$ cat src/rtl/core/base64_stream_decoder_unit_defines.svh
// Assertion macros for the base64 stream decoder.
// Included by the top level; relies on a clock named clk and a reset named rst.
`ifndef BASE64_STREAM_DECODER_UNIT_DEFINES_SVH
`define BASE64_STREAM_DECODER_UNIT_DEFINES_SVH

// Consequent must hold in the same cycle as the antecedent.
`define B64D_ASSERT_SAME(lbl, ante, cons, msg) \
  lbl: assert property (@(posedge clk) disable iff (rst) (ante) |-> (cons)) \
    else $error(msg);

// Consequent must hold in the cycle after the antecedent.
`define B64D_ASSERT_NEXT(lbl, ante, cons, msg) \
  lbl: assert property (@(posedge clk) disable iff (rst) (ante) |=> (cons)) \
    else $error(msg);

`endif

$ cat src/rtl/core/b64d_pkg.sv
// Shared types, codes and character tables for the base64 stream decoder.
// No dependencies.
package b64d_pkg;

  localparam logic [1:0] KIND_DATA = 2'd0;
  localparam logic [1:0] KIND_OK   = 2'd1;
  localparam logic [1:0] KIND_BAD  = 2'd2;

  localparam logic [1:0] PAD_NONE = 2'd0;
  localparam logic [1:0] PAD_DONE = 2'd1;
  localparam logic [1:0] PAD_HALF = 2'd2;

  localparam logic [7:0] CHAR_PAD = 8'h3D;

  // Result queue geometry.
  localparam int Q_DEPTH = 4;
  localparam int Q_AW    = $clog2(Q_DEPTH);
  localparam int Q_CW    = $clog2(Q_DEPTH + 1);

  typedef struct packed {
    logic [7:0] ch;
    logic       has_char;
    logic       end_of_text;
  } char_item_t;

  typedef struct packed {
    logic [1:0] kind;
    logic [7:0] data_byte;
    logic       last_of_run;
  } res_item_t;

  typedef struct packed {
    logic [1:0] quartet_pos;
    logic [5:0] prev_sextet;
    logic [1:0] pad_state;
    logic       failed;
  } dec_state_t;

  typedef struct packed {
    logic [Q_CW-1:0] fill;
    logic            room;
  } q_status_t;

  function automatic logic is_space(input logic [7:0] c);
    return (c == 8'h20) || ((c >= 8'h09) && (c <= 8'h0D));
  endfunction

  // Bit 6 set means the octet is not in the alphabet.
  function automatic logic [6:0] sextet_of(input logic [7:0] c);
    logic [7:0] d;
    d = 8'h00;
    if (c >= 8'h41 && c <= 8'h5A) begin
      d = c - 8'h41;
      return {1'b0, d[5:0]};
    end else if (c >= 8'h61 && c <= 8'h7A) begin
      d = c - 8'h61 + 8'd26;
      return {1'b0, d[5:0]};
    end else if (c >= 8'h30 && c <= 8'h39) begin
      d = c - 8'h30 + 8'd52;
      return {1'b0, d[5:0]};
    end else if (c == 8'h2B) begin
      return 7'd62;
    end else if (c == 8'h2F) begin
      return 7'd63;
    end
    return 7'h40;
  endfunction

endpackage

$ cat src/rtl/core/b64d_step.sv
// Per-character decode step: next state and up to two results for one item.
// Depends on b64d_pkg.
module b64d_step import b64d_pkg::*; (
  input  char_item_t item,
  input  dec_state_t st,
  output dec_state_t st_next,
  output res_item_t  res0,
  output res_item_t  res1,
  output logic [1:0] res_count
);

  logic [6:0] sx;
  logic       emit;
  logic [7:0] byte_val;
  logic       bad_end;
  dec_state_t s;
  res_item_t  status;

  assign sx = sextet_of(item.ch);

  always_comb begin
    s        = st;
    emit     = 1'b0;
    byte_val = 8'h00;
    if (item.has_char && !st.failed) begin
      if (st.pad_state == PAD_DONE) begin
        s.failed = 1'b1;
      end else if (st.pad_state == PAD_HALF) begin
        if (item.ch == CHAR_PAD) s.pad_state = PAD_DONE;
        else s.failed = 1'b1;
      end else if (is_space(item.ch)) begin
        s = st;
      end else if (!sx[6]) begin
        unique case (st.quartet_pos)
          2'd1: byte_val = {st.prev_sextet, sx[5:4]};
          2'd2: byte_val = {st.prev_sextet[3:0], sx[5:2]};
          2'd3: byte_val = {st.prev_sextet[1:0], sx[5:0]};
          default: byte_val = 8'h00;
        endcase
        emit          = (st.quartet_pos != 2'd0);
        s.prev_sextet = sx[5:0];
        s.quartet_pos = st.quartet_pos + 2'd1;
      end else if (item.ch == CHAR_PAD && st.quartet_pos == 2'd3) begin
        s.pad_state   = PAD_DONE;
        s.quartet_pos = 2'd0;
      end else if (item.ch == CHAR_PAD && st.quartet_pos == 2'd2) begin
        s.pad_state   = PAD_HALF;
        s.quartet_pos = 2'd0;
      end else begin
        s.failed = 1'b1;
      end
    end
  end

  // The end item closes the message and returns to the reset state.
  assign bad_end = s.failed || (s.quartet_pos != 2'd0) || (s.pad_state == PAD_HALF);

  always_comb begin
    status.kind        = bad_end ? KIND_BAD : KIND_OK;
    status.data_byte   = 8'h00;
    status.last_of_run = 1'b1;
  end

  always_comb begin
    st_next = item.end_of_text ? '0 : s;
    res0.kind        = KIND_DATA;
    res0.data_byte   = byte_val;
    res0.last_of_run = !item.end_of_text;
    res1             = status;
    res_count        = {1'b0, emit} + {1'b0, item.end_of_text};
    if (!emit) res0 = status;
  end

endmodule

$ cat src/rtl/core/b64d_fifo.sv
// Small result queue: up to two writes and one read per cycle.
// Depends on b64d_pkg.
module b64d_fifo import b64d_pkg::*; (
  input  logic       clk,
  input  logic       rst,
  input  logic [1:0] push_count,
  input  res_item_t  wr0,
  input  res_item_t  wr1,
  input  logic       pop,
  output logic       head_valid,
  output res_item_t  head,
  output q_status_t  stat
);

  res_item_t       entries [Q_DEPTH];
  logic [Q_AW-1:0] wptr;
  logic [Q_AW-1:0] rptr;
  logic [Q_CW-1:0] fill;
  logic [Q_CW-1:0] fill_next;
  logic            do_pop;

  assign head_valid = (fill != '0);
  assign head       = entries[rptr];
  assign do_pop     = pop && head_valid;
  assign fill_next  = fill + Q_CW'(push_count) - Q_CW'(do_pop);

  // Room for the worst case of two results, whatever is read this cycle.
  assign stat.fill = fill;
  assign stat.room = (fill <= Q_CW'(Q_DEPTH - 2));

  always_ff @(posedge clk) begin
    if (rst) begin
      wptr <= '0;
      rptr <= '0;
      fill <= '0;
    end else begin
      wptr <= wptr + Q_AW'(push_count);
      if (do_pop) rptr <= rptr + Q_AW'(1);
      fill <= fill_next;
    end
  end

  always_ff @(posedge clk) begin
    if (push_count != 2'd0) entries[wptr] <= wr0;
    if (push_count == 2'd2) entries[wptr + Q_AW'(1)] <= wr1;
  end

endmodule

$ cat src/rtl/core/base64_stream_decoder_unit.sv
// Top level of the streaming base64 decoder.
// Depends on b64d_pkg, b64d_step, b64d_fifo and the assertion macro header.

// One character item is taken every cycle into an input register unless char_stall is
// high, decoded there and its results (none, one or two) written to a four-entry result
// queue once the queue has room for two; the first result is offered from the queue
// after the write. Results leave one per cycle while res_stall is low, so the sustained
// rate is one item per cycle as long as the items average at most one result each; an
// item that ends a message with a data byte gives two results. Data bytes stream out as
// soon as each character completes them, and the single status result on the end item
// says whether the message was valid; on an error status, discard the bytes of that
// message.
`include "base64_stream_decoder_unit_defines.svh"

module base64_stream_decoder_unit import b64d_pkg::*; (
  input  logic       clk,
  input  logic       rst,
  input  logic       char_valid,
  output logic       char_stall,
  input  char_item_t char_item,
  output logic       res_valid,
  input  logic       res_stall,
  output res_item_t  res_item
);

  logic       hold_valid;
  char_item_t hold_item;
  dec_state_t st;
  dec_state_t st_next;
  res_item_t  res0;
  res_item_t  res1;
  logic [1:0] step_count;
  logic [1:0] push_count;
  q_status_t  q_stat;
  logic       take;

  assign take       = hold_valid && q_stat.room;
  assign char_stall = hold_valid && !q_stat.room;
  assign push_count = take ? step_count : 2'd0;

  always_ff @(posedge clk) begin
    if (rst) begin
      hold_valid <= 1'b0;
    end else if (char_valid && !char_stall) begin
      hold_valid <= 1'b1;
    end else if (take) begin
      hold_valid <= 1'b0;
    end
  end

  always_ff @(posedge clk) begin
    if (char_valid && !char_stall) hold_item <= char_item;
  end

  always_ff @(posedge clk) begin
    if (rst) begin
      st <= '0;
    end else if (take) begin
      st <= st_next;
    end
  end

  b64d_step u_step (
    .item      (hold_item),
    .st        (st),
    .st_next   (st_next),
    .res0      (res0),
    .res1      (res1),
    .res_count (step_count)
  );

  b64d_fifo u_fifo (
    .clk        (clk),
    .rst        (rst),
    .push_count (push_count),
    .wr0        (res0),
    .wr1        (res1),
    .pop        (!res_stall),
    .head_valid (res_valid),
    .head       (res_item),
    .stat       (q_stat)
  );

  `B64D_ASSERT_SAME(a_fill_bound, 1'b1, q_stat.fill <= Q_CW'(Q_DEPTH), "result queue overfilled")
  `B64D_ASSERT_NEXT(a_end_resets, take && hold_item.end_of_text, st == '0, "state not cleared after end item")
  `B64D_ASSERT_SAME(a_end_reports, take && hold_item.end_of_text, step_count != 2'd0, "end item gave no status")
  `B64D_ASSERT_NEXT(a_fail_sticks, take && st.failed && !hold_item.end_of_text, st.failed, "error flag dropped within a message")

endmodule

$ cat config.mk
export PLATFORM = sky130hd
export DESIGN_NAME = base64_stream_decoder_unit
export DESIGN_NICKNAME = d
export VERILOG_FILES = /design/src/rtl/core/b64d_pkg.sv /design/src/rtl/core/b64d_step.sv /design/src/rtl/core/b64d_fifo.sv /design/src/rtl/core/base64_stream_decoder_unit.sv
export VERILOG_INCLUDE_DIRS = /design/src /design/src/rtl/core
export SDC_FILE = /design/constraint.sdc
export NUM_CORES = 1
export LEC_CHECK = 0
export BUFFER_PORTS_ARGS = -buffer_cell sky130_fd_sc_hd__buf_2
export CORE_MARGIN = 3
export CORE_UTILIZATION = 59
export CTS_CLUSTER_SIZE = 25
export DETAILED_ROUTE_END_ITERATION = 8
export HOLD_SLACK_MARGIN = 0.15
export PLACE_DENSITY = 0.81
export SLEW_MARGIN = 15
export SYNTH_ARGS = -nofsm -noshare
export SYNTH_HDL_FRONTEND = slang
export SYNTH_SLANG_ARGS = --single-unit
export TNS_END_PERCENT = 50
$ cat constraint.sdc
create_clock -name clk -period 4 [get_ports clk]
set_clock_uncertainty 0.05 [all_clocks]
set_input_delay 0.4 -clock clk [delete_from_list [all_inputs] [get_ports clk]]
set_output_delay 0.4 -clock clk [all_outputs]
set_load 0.02 [all_outputs]
==> results of run 1 <==
-- registers in the layout (all words and copies together), names as in the netlist, named ones only --
name	cells
u_fifo.wptr	2
u_fifo.entries	44
hold_item	10
hold_valid	1
u_fifo.rptr	2
u_fifo.fill	3
st	11
-- area by class of cell --
| class | instances | area (µm²) | share of cell area |
|---|---|---|---|
| clock inverters | 2 | 38.8 | 0.00892 |
| clock buffers | 13 | 149 | 0.0342 |
| repair buffers | 34 | 190 | 0.0437 |
| inverters | 18 | 70.1 | 0.0161 |
| multi-input cells | 292 | 2120 | 0.488 |
| flip-flops and latches | 75 | 1680 | 0.387 |
| well taps | 77 | 96.3 | 0.0222 |
-- worst paths after layout --
kind              slack [ps]  cells past startpoint                                end
setup / recovery         220                     14          u_fifo.fill[2]$_SDFF_PP0_
hold / removal           170                      1             hold_item[4]$_DFFE_PP_
setup reg to reg         220                     14          u_fifo.fill[2]$_SDFF_PP0_
hold reg to reg          410                      2  u_fifo.entries[2][6]$_SDFFE_PP0P_
-- cell usage in the layout, fill, tap and decap left out, drive strengths merged, types with 2 or more instances in the layout --
master	netlist	final
ha	19	19
nor4	3	3
nand4	2	2
a221o	2	2
nand3	5	5
and2	9	9
mux4	11	11
nand2b	7	7
a22o	21	21
or3	3	3
clkbuf	10	13
nor3	10	10
and3	4	4
o22ai	3	3
o31a	2	2
inv	18	18
nor2b	19	19
o21ai	30	30
edfxtp	18	18
dfxtp	57	57
a21o	3	3
or3b	3	3
nand2	31	31
a222oi	5	5
xnor2	8	8
a211oi	2	2
a22oi	8	8
nor3b	2	2
nor2	38	38
buf	9	34
a21oi	18	18
xor2	4	4
-- layer usage --
metal	part of all wire	track usage	up-vias
met1	0.43	0.295	1518
met5	0	0	-
met3	0.046	0.0499	21
li1	-	-	1537
met4	0.028	0.0962	0
met2	0.50	0.406	97
-- what timing repair did --
item                                    CTS  global route
buffers inserted                          0             2
gates resized for setup                   0             5
endpoints found under the setup margin    0            46
hold endpoints to repair                  0             0
-- logic make-up (layout without fill, tap and decap cells) --
family                   Yosys count  in the layout
multiplexers                      11             11
XOR/XNOR                          12             12
buffers and inverters             37             67
adder cells (fa/ha/maj)           20             20
flip-flops                        75             75
AO/OA/AOI/OAI                    110            110
AND/OR/NAND/NOR                  139            139
-- power groups by stage --
stage                     Combinational [W]  Clock [W]  Sequential [W]
after global placement             0.000351          0        0.000903
after global routing               0.000411   0.000614        0.000898
after floorplan                    0.000310          0        0.000865
after CTS                          0.000368   0.000577        0.000892
after detailed placement           0.000361          0        0.000908
final                              0.000377   0.000568        0.000889
-- per-stage QoR --
step	hold slack, ps	util	power (W)
CTS	158	0.672	0.00184
finish	169	0.677	0.00183
global route	161	0.677	0.00192
floorplan	370	-	0.00117
global placement	380	0.643	0.00125
detailed placement	393	0.643	0.00127
==> impl_results.md, run 1 <==
- Top-count cell post-synth: dfxtp_1
- Seq pwr share: 0.485
- Final Hold Viols: 0
- Worst Path Arrival: 3960 ps
- H-tree depth: 3
- Routed WL per cell: 16.8 µm
- Num CTS Buffers: 9
- Fin cells: 511
- Critical path capture point type: flop
- Worst slack at placement: 116 ps
- I/O Buffers: 26
- Cell Area, Placed: 0.00413 mm²
- DIE HEIGHT: ~90 µm
- Die X-Extent: 87.8 µm
- Cell taking the most area after synthesis: dfxtp_1
- GRT Total Usage: 0.239
- Synthesized Nets: 438
- TritonRoute pass-1 iters: 5
- Post-Synth Adder-Cell Area: 0.0653
- HPWL after DPL: 6.26 mm
- Placed insts: 494
- Via density: between 6 and 7
- Clk_lat worst skew: 350 ps
- CTS Root Cell: clkbuf_8
- TritonCTS clock tree: done
- Fmax: 264 MHz
- EDFF count, synth: 18
- Psw: 0.000540 W
- Post-synth top area share: 0.289
- Slowest cell on the critical path: edfxtp_1
- Crit path buffers/inverters: 2
- Pin count of the biggest net entering global routing: 21
- Worst path cell trace: inv_1 -> ha_1 -> or3b_2 -> o311ai_0 -> nand4_1 -> a21oi_2 -> nand2b_2 -> inv_4 -> ha_2 -> and3_1 -> ha_1 -> fa_1 -> xnor2_1 -> nor2_1
- Compound-cell area share of the yosys netlist: 0.195
- Starting Density: 0.615
- Yosys warning total: 0
- Most used cell, CP: ha_1
- Lkg Pwr: between 1.5 and 2 nW
- CP delay by family, top: adder cells
- Syn Inst Count: just over 400
- Mean Syn Cell Area: 9.77 µm²
- Yosys cell types: 61
- Critical hold path startpoint: char_item[4]
- Required time worst endpoint: between 4000 and 5000 ps
- Drt initial violations: between 200 and 250
- Area growth, synth to finish: 10.1%
- Sequential fraction of the synthesis area: 0.426
- HP Class: primary input to flop
- Slew Limit Fails: 0
- # diodes: 0
- Post-route setup slack: 219 ps
- DRC viols: 0
- FILL cells: 508
- Total grt overflow: 0
- Synth Register Bits: 75
- Worst-Margin Slew: around 830 ps
- First-pass GRT wire length: roughly 14 mm
- CP Max Fanout: 9
- Endpoints failing setup: 0
- # nets final: 464
- Xor and xnor area share after synthesis: 0.0266
- Ys async rst share: 0
- Longest Clk Path Bufs: 2
- Critical path's largest stage delay: 470 ps
- CP Class: flop to flop
- Layout Cell Area excl Fill: 0.00435 mm²
- Clk sinks: 75
- Switching Share: 0.294
- Launching element type of the critical path: flop
- Post-synthesis cell area: a little under 0.004 mm²
- Row count: 29
- Final min period: 3780 ps
- Total of max-cap violations: 0
- Antenna Nets Post-Route: 0
- Num ports: 27
- Mux cell area share after synthesis: 0.0627
- Rel. slew slack: 0.449
- Hold buffer count at CTS: 0
- Die ar.: 0.00771 mm²
- RR Startpoint: hold_item[2]$_DFFE_PP_
- Simple-Gate Fraction of Synth Area: 0.183
- PD cells: 422 mW/mm²
- Number of global-route vias before repair: a little over 3,000
- Outcome: completed
- Clock power frac: 0.310
- Largest family of logic cells by synthesized area: compound AO/OA/AOI/OAI gates
- Int Pwr: 0.00129 W
- Setup TNS: 0 ps
- Final WL: 8.61 mm
- Clock slew seen by the registers of the worst setup and hold paths: approximately 80 ps
- Final Cycle Share: 0.945
- Core footprint: 0.00642 mm²
- Via count: 3,173
- Gate power share: 0.206
- Share of layout cells above drive strength 1: 0.171
- Antenna violations before repair: 0
- Max IR drop VDD: 0.315 mV
- Synth area leaders: dfxtp_1 29%, edfxtp_1 14%, mux4_2 6.3%
- Main synth FF type: dfxtp_1
- Worst setup startpoint: hold_item[2]$_DFFE_PP_
- Commonest cells post-synth: 57 x dfxtp_1, 38 x nor2_1, 31 x nand2_1
- GPL Wtd Cong: 0.970
(Power assumes the default switching activity.)
==> run 2, diff against run 1 <==
--- a/config.mk
+++ b/config.mk
@@ -8,11 +8,11 @@
 export LEC_CHECK = 0
 export BUFFER_PORTS_ARGS = -buffer_cell sky130_fd_sc_hd__buf_2
 export CORE_MARGIN = 3
-export CORE_UTILIZATION = 59
+export CORE_UTILIZATION = 45
 export CTS_CLUSTER_SIZE = 25
 export DETAILED_ROUTE_END_ITERATION = 8
-export HOLD_SLACK_MARGIN = 0.15
-export PLACE_DENSITY = 0.81
+export HOLD_SLACK_MARGIN = 0.02
+export PLACE_DENSITY = 0.65
 export SLEW_MARGIN = 15
 export SYNTH_ARGS = -nofsm -noshare
 export SYNTH_HDL_FRONTEND = slang
==> run 2 against run 1 <==
Against the previous run: clock power down 3%; final area rose by 1.0%; die area up 29%; sequential share of layout area shrank 0.40 points; routed wire length fell by 2.7%; core utilization down 15 points; flip-flop and latch count unchanged; combinational power decreased by 3%; register-to-register slack better by 130 ps; total power is 1.7% lower.
==> impl_results.md, run 2 (synthesis gave the netlist of run 1 again) <==
- Top Metal Used: met4 (unchanged)
- Final WL: 8.38 mm (was 8.61 mm)
- TritonCTS clock tree: done (unchanged)
- Endpoints failing setup: 0 (unchanged)
- Rel. slew slack: 0.409 (was 0.449)
- Largest register by flop count: u_fifo.entries (unchanged)
- Final Power: 0.00180 W (was 0.00183 W)
- Clock slew seen by the registers of the worst setup and hold paths: 90 ps (was 80 ps)
- Layout Cell Area excl Fill: 0.00439 mm² (was 0.00435 mm²)
- # diodes: 0 (unchanged)
- Top Registers: u_fifo.entries (44), st (11), hold_item (10) (unchanged)
- # nets final: 467 (was 464)
- Num ports: 27 (unchanged)
- Worst slack at placement: 145 ps (was 116 ps)
- FILL cells: 763 (was 508)
- GRT Total Usage: 0.178 (was 0.239)
- Pin count of the biggest net entering global routing: 21 (unchanged)
- Core footprint: 0.00838 mm² (was 0.00642 mm²)
- HP Class: primary input to flop (unchanged)
- WL met1: 3.87 mm (was 3.66 mm)
- Commonest non-fill, non-tap cell in the layout: dfxtp_1 (unchanged)
- Die X-Extent: 99.7 µm (was 87.8 µm)
- Slew Limit Fails: 0 (unchanged)
- Starting Density: 0.471 (was 0.615)
- Met2 WL: 4.01 mm (was 4.31 mm)
- First-pass GRT wire length: 14.2 mm (was 14.4 mm)
- Metal3 WL: 406 µm (was 395 µm)
- Final min period: 3650 ps (was 3780 ps)
- Die ar.: 0.00994 mm² (was 0.00771 mm²)
- HPWL after DPL: 6.35 mm (was 6.26 mm)
- Final Hold Viols: 0 (unchanged)
- H-tree depth: 3 (unchanged)
- Worst Path Arrival: 3840 ps (was 3960 ps)
- Cell Area, Placed: 0.00419 mm² (was 0.00413 mm²)
- CTS Root Cell: clkbuf_8 (unchanged)
- TritonRoute pass-1 iters: 5 (unchanged)
- GPL Wtd Cong: 0.879 (was 0.970)
- PD cells: 410 mW/mm² (was 422 mW/mm²)
- Most frequent cells in the layout: 57 x dfxtp_1, 38 x nor2_1, 30 x nand2_1, 28 x o21ai_0, 26 x buf_2 (unchanged)
- Area growth, synth to finish: 11.2% (was 10.1%)
- Final Util: 0.524 (was 0.677)
- Hold buffer count at CTS: 0 (unchanged)
- Drt initial violations: 173 (was 222)
- Antenna violations before repair: 0 (unchanged)
- Total grt overflow: 0 (unchanged)
- Row count: 33 (was 29)
- Launching element type of the critical path: flop (unchanged)
- Post-route setup slack: 346 ps (was 219 ps)
- Fmax: 274 MHz (was 264 MHz)
- Critical path capture point type: flop (unchanged)
- Via count: 3,046 (was 3,173)
- Via density: 5.61 (was 6.21)
- Required time worst endpoint: 4190 ps (was 4180 ps)
- DRC viols: 0 (unchanged)
- Final Cycle Share: 0.913 (was 0.945)
- CP Max Fanout: 9 (unchanged)
- Setup TNS: 0 ps (unchanged)
- RSZ-0062 raised after global routing: false
- DIE HEIGHT: 99.7 µm (was 87.8 µm)
- Worst-Margin Slew: 885 ps (was 825 ps)
- Clk sinks: 75 (unchanged)
- CP Class: flop to flop (unchanged)
- Outcome: completed (unchanged)
- I/O Buffers: 26 (unchanged)
- Number of global-route vias before repair: 2,994 (was 3,069)
- Largest register FFs: 44 (unchanged)
- Num CTS Buffers: 9 (unchanged)
- Longest Clk Path Bufs: 2 (unchanged)
- Max IR drop VDD: 0.208 mV (was 0.315 mV)
- Lkg Pwr: 1.66 nW (was 1.65 nW)
- Share of layout cells above drive strength 1: 0.180 (was 0.171)
- Clk_lat worst skew: 350 ps (about the same)
- Routed WL per cell: 15.4 µm (was 16.8 µm)
- Antenna Nets Post-Route: 0 (unchanged)
- Total of max-cap violations: 0 (unchanged)
==> run 2: changes by cell type in the layout (fill, tap and decap cells not counted), moves of 2 or more <==
cell / change
clkbuf_1: -3
inv_6: +3
clkinvlp_4: +2
buf_4: +3
==> run 2: stage by stage <==
step	std cells	hold slack, ps
finish	543	167
global route	543	145
CTS	541	150
detailed placement	525	392
global placement	525	385
floorplan	404	370
==> run 2: final cells by class <==
| class | count | area (µm²) | share of cell area |
|---|---|---|---|
| clock buffers | 9 | 124 | 0.0282 |
| clock inverters | 7 | 57.6 | 0.0131 |
| inverters | 18 | 70.1 | 0.0159 |
| multi-input cells | 292 | 2120 | 0.482 |
| flip-flops and latches | 75 | 1680 | 0.383 |
| well taps | 105 | 131 | 0.0299 |
| repair buffers | 37 | 213 | 0.0484 |
==> run 2: worst paths after layout <==
check | start | cells past startpoint | slack (ps) | endpoint
setup reg to reg | hold_item[2]$_DFFE_PP_ | 15 | 350 | u_fifo.fill[2]$_SDFF_PP0_
setup / recovery | hold_item[2]$_DFFE_PP_ | 15 | 350 | u_fifo.fill[2]$_SDFF_PP0_
hold reg to reg | u_fifo.entries[2][4]$_SDFFE_PP0P_ | 2 | 410 | u_fifo.entries[2][4]$_SDFFE_PP0P_
hold / removal | char_item[3] | 1 | 170 | hold_item[3]$_DFFE_PP_
==> run 2: timing repair <==
action                                  4_1_cts  5_1_grt
endpoints found under the setup margin        0       47
gates resized for setup                       0        4
hold endpoints to repair                      0        0
setup buffers                                 0        2
==> run 2: metal layers <==
| layer | vias to the layer above | GRT usage |
|---|---|---|
| li1 | 1544 | - |
| met1 | 1423 | 0.226 |
| met2 | 71 | 0.292 |
| met3 | 8 | 0.0547 |
| met4 | 0 | 0.0494 |
| met5 | - | 0 |
==> run 2: power breakdown <==
group	leakage [nW]	internal (W)	total, W	switching [W]
logic	0.944	0.000169	0.000364	0.000195
registers	0.632	0.000822	0.000888	0.0000658
clock network	0.0886	0.000235	0.000551	0.000317
total	1.66	0.00123	0.00180	0.000578
==> run 2: critical path, stage by stage, from the launching register on <==
cell      delay, ps
edfxtp_1        450
inv_1           100
ha_1            260
or3b_2          490
o311ai_1        100
nand4_1         190
a21oi_2         220
nand2b_2        150
inv_4           120
ha_1            300
nand2_1         120
ha_1            290
inv_1            50
fa_1            430
xnor2_1         160
nor2_1           50
==> run 3, diff against run 2 <==
--- a/config.mk
+++ b/config.mk
@@ -7,6 +7,7 @@
 export NUM_CORES = 1
 export LEC_CHECK = 0
 export BUFFER_PORTS_ARGS = -buffer_cell sky130_fd_sc_hd__buf_2
+export CORE_ASPECT_RATIO = 0.6
 export CORE_MARGIN = 3
 export CORE_UTILIZATION = 45
 export CTS_CLUSTER_SIZE = 25
==> run 3 against run 2 <==
Against the previous run: die area grew 0.37%; highest routed layer unchanged; maximum frequency shrank 0.45%; critical path type unchanged; critical endpoint is now u_fifo.entries[0][1]$_SDFFE_PP0P_; final cell count grew 1.3%; register-to-register slack lost 20 ps.
==> impl_results.md, run 3 (synthesis gave the netlist of run 1 again) <==
- Outcome: completed (unchanged)
- Hold buffer count at CTS: 0 (unchanged)
- Drt initial violations: 392 (was 173)
- Most frequent cells in the layout: 57 x dfxtp_1, 38 x nor2_1, 31 x nand2_1, 28 x o21ai_0, 26 x buf_2 (was 57 x dfxtp_1, 38 x nor2_1, 30 x nand2_1, 28 x o21ai_0, 26 x buf_2)
- Max IR drop VDD: 0.341 mV (was 0.208 mV)
- Final WL: 9.77 mm (was 8.38 mm)
- Num ports: 27 (unchanged)
- Fmax: 272 MHz (was 274 MHz)
- Critical path's largest stage delay: 470 ps (was 490 ps)
- HPWL after DPL: 7.29 mm (was 6.35 mm)
- # diodes: 0 (unchanged)
- Layout Cell Area excl Fill: 0.00455 mm² (was 0.00439 mm²)
- Antenna violations before repair: 0 (unchanged)
- Required time worst endpoint: 4180 ps (was 4190 ps)
- Number of global-route vias before repair: 3,079 (was 2,994)
- Critical path capture point type: flop (unchanged)
- Total grt overflow: 0 (unchanged)
- # nets final: 471 (was 467)
- RSZ-0062 raised after global routing: false (unchanged)
- Area growth, synth to finish: 15.3% (was 11.2%)
- Slew Limit Fails: 0 (unchanged)
- CTS Root Cell: clkbuf_16 (was clkbuf_8)
- Share of layout cells above drive strength 1: 0.186 (was 0.180)
- H-tree depth: 3 (unchanged)
- Clock slew seen by the registers of the worst setup and hold paths: 60 ps (was 90 ps)
- Placed insts: 534 (was 525)
- Routed WL per cell: 17.8 µm (was 15.4 µm)
- Final Hold Viols: 0 (unchanged)
- I/O Buffers: 26 (unchanged)
- Area taken by multi-input logic gates: 0.00211 mm² (was 0.00212 mm²)
- GRT Total Usage: 0.205 (was 0.178)
- Total of max-cap violations: 0 (unchanged)
- Starting Density: 0.482 (was 0.471)
- Launching element type of the critical path: flop (unchanged)
- Final min period: 3670 ps (was 3650 ps)
- Largest register FFs: 44 (unchanged)
- Num CTS Buffers: 9 (unchanged)
- Commonest non-fill, non-tap cell in the layout: dfxtp_1 (unchanged)
- Final Util: 0.556 (was 0.524)
- Top Registers: u_fifo.entries (44), st (11), hold_item (10) (unchanged)
- Clk sinks: 75 (unchanged)
- TritonCTS clock tree: done (unchanged)
- Die ar.: 0.00997 mm² (was 0.00994 mm²)
- GPL Wtd Cong: 0.912 (was 0.879)
- CP Class: flop to flop (unchanged)
- Critical hold path startpoint: char_item[6] (was char_item[3])
- First-pass GRT wire length: 16.1 mm (was 14.2 mm)
- PD cells: 464 mW/mm² (was 410 mW/mm²)
- Final Power: 0.00211 W (was 0.00180 W)
- Reg2Reg Depth: 15 (unchanged)
- DIE HEIGHT: 78.6 µm (was 99.7 µm)
- Antenna Nets Post-Route: 0 (unchanged)
- Slowest cell on the critical path: edfxtp_1 (was or3b_2)
- TritonRoute pass-1 iters: 6 (was 5)
- R2r endpoint: u_fifo.entries[0][1]$_SDFFE_PP0P_ (was u_fifo.fill[2]$_SDFF_PP0_)
- Row count: 25 (was 33)
- Endpoints failing setup: 0 (unchanged)
- Worst-Margin Slew: 1000 ps (was 885 ps)
- Worst path cell trace: inv_1 -> ha_1 -> inv_1 -> o211a_1 -> or3_1 -> a21oi_1 -> nand2b_2 -> inv_4 -> ha_1 -> nor2b_1 -> nand3_1 -> o31ai_1 -> nand2_1 -> buf_4 -> a22o_1 (was inv_1 -> ha_1 -> or3b_2 -> o311ai_1 -> nand4_1 -> a21oi_2 -> nand2b_2 -> inv_4 -> ha_1 -> nand2_1 -> ha_1 -> inv_1 -> fa_1 -> xnor2_1 -> nor2_1)
- Pin count of the biggest net entering global routing: 21 (unchanged)
- CP Max Fanout: 9 (unchanged)
- Worst hold endpoint: hold_item[6]$_DFFE_PP_ (was hold_item[3]$_DFFE_PP_)
- HP Class: primary input to flop (unchanged)
- WHS Path Cells: 1 (unchanged)
- RR Startpoint: hold_item[4]$_DFFE_PP_ (was hold_item[2]$_DFFE_PP_)
- Rel. slew slack: 0.330 (was 0.409)
- Cell Area, Placed: 0.00423 mm² (was 0.00419 mm²)
- Via count: 3,291 (was 3,046)
- FILL cells: 744 (was 763)
- Worst Path Arrival: 3850 ps (was 3840 ps)
- Reg2reg setup slack: 330 ps (was 350 ps)
- Fin cells: 550 (was 543)
- Via density: 5.98 (was 5.61)
- Longest Clk Path Bufs: 2 (unchanged)
- Die X-Extent: 127 µm (was 99.7 µm)
- Register Area: 0.00168 mm² (unchanged)
- Largest register by flop count: u_fifo.entries (unchanged)
- DRC viols: 0 (unchanged)
- Core footprint: 0.00820 mm² (was 0.00838 mm²)
- Setup TNS: 0 ps (unchanged)
- Clk_lat worst skew: 340 ps (was 350 ps)
- Lkg Pwr: 1.75 nW (was 1.66 nW)
- Final Cycle Share: 0.918 (was 0.913)
==> run 3: worst max-delay path by stage <==
stage	startpoint	endpoint	slack (ps)
finish	hold_item[4]$_DFFE_PP_	u_fifo.entries[0][1]$_SDFFE_PP0P_	330
global route	hold_item[4]$_DFFE_PP_	u_fifo.entries[0][1]$_SDFFE_PP0P_	7
CTS	hold_item[4]$_DFFE_PP_	u_fifo.entries[1][9]$_DFFE_PP_	190
detailed placement	hold_item[4]$_DFFE_PP_	u_fifo.entries[1][10]$_DFFE_PP_	220
global placement	hold_item[4]$_DFFE_PP_	u_fifo.entries[1][10]$_DFFE_PP_	370
floorplan	hold_item[2]$_DFFE_PP_	u_fifo.entries[1][10]$_DFFE_PP_	340
==> run 3: layout make-up <==
cell class / count / share of cell area
multi-input combinational: 292 / 0.464
sequential: 75 / 0.369
timing repair buffer: 41 / 0.0533
clock buffer: 10 / 0.0525
tap: 108 / 0.0297
clock inverter: 6 / 0.0157
inverter: 18 / 0.0154
==> run 3: repair_timing <==
action | CTS | global route
endpoints found under the setup margin | 0 | 33
gates resized for setup | 0 | 3
setup buffers | 0 | 0
==> run 3: through the flow <==
step           hold slack (ps)  setup slack [ps]
2_1_floorplan              370               343
3_3_place_gp               385               375
3_5_place_dp               391               218
4_1_cts                    172               192
5_1_grt                    176              6.99
6_report                   186               330
==> run 3: metal layers <==
layer	up-vias	track usage	wire [µm]
li1	1558	-	-
met1	1590	0.310	4990
met2	132	0.278	3950
met3	11	0.0625	729
met4	0	0.0546	95
met5	-	0	0
==> run 3: report_power, final <==
| group | internal [W] | leakage, nW | switching [W] |
|---|---|---|---|
| clock | 0.000505 | 0.154 | 0.000331 |
| combinational | 0.000171 | 0.962 | 0.000211 |
| sequential | 0.000823 | 0.632 | 0.0000713 |
| total | 0.00150 | 1.75 | 0.000614 |
==> run 3: critical path: cells and delay by family (launching register included) <==
kind / cells / cell delay [ps]
adders and majority gates: 2 / 550
and+or+nand+nor: 5 / 1070
buffers and inverters: 4 / 550
DFF: 1 / 470
AOI/OAI and AO/OA: 4 / 870
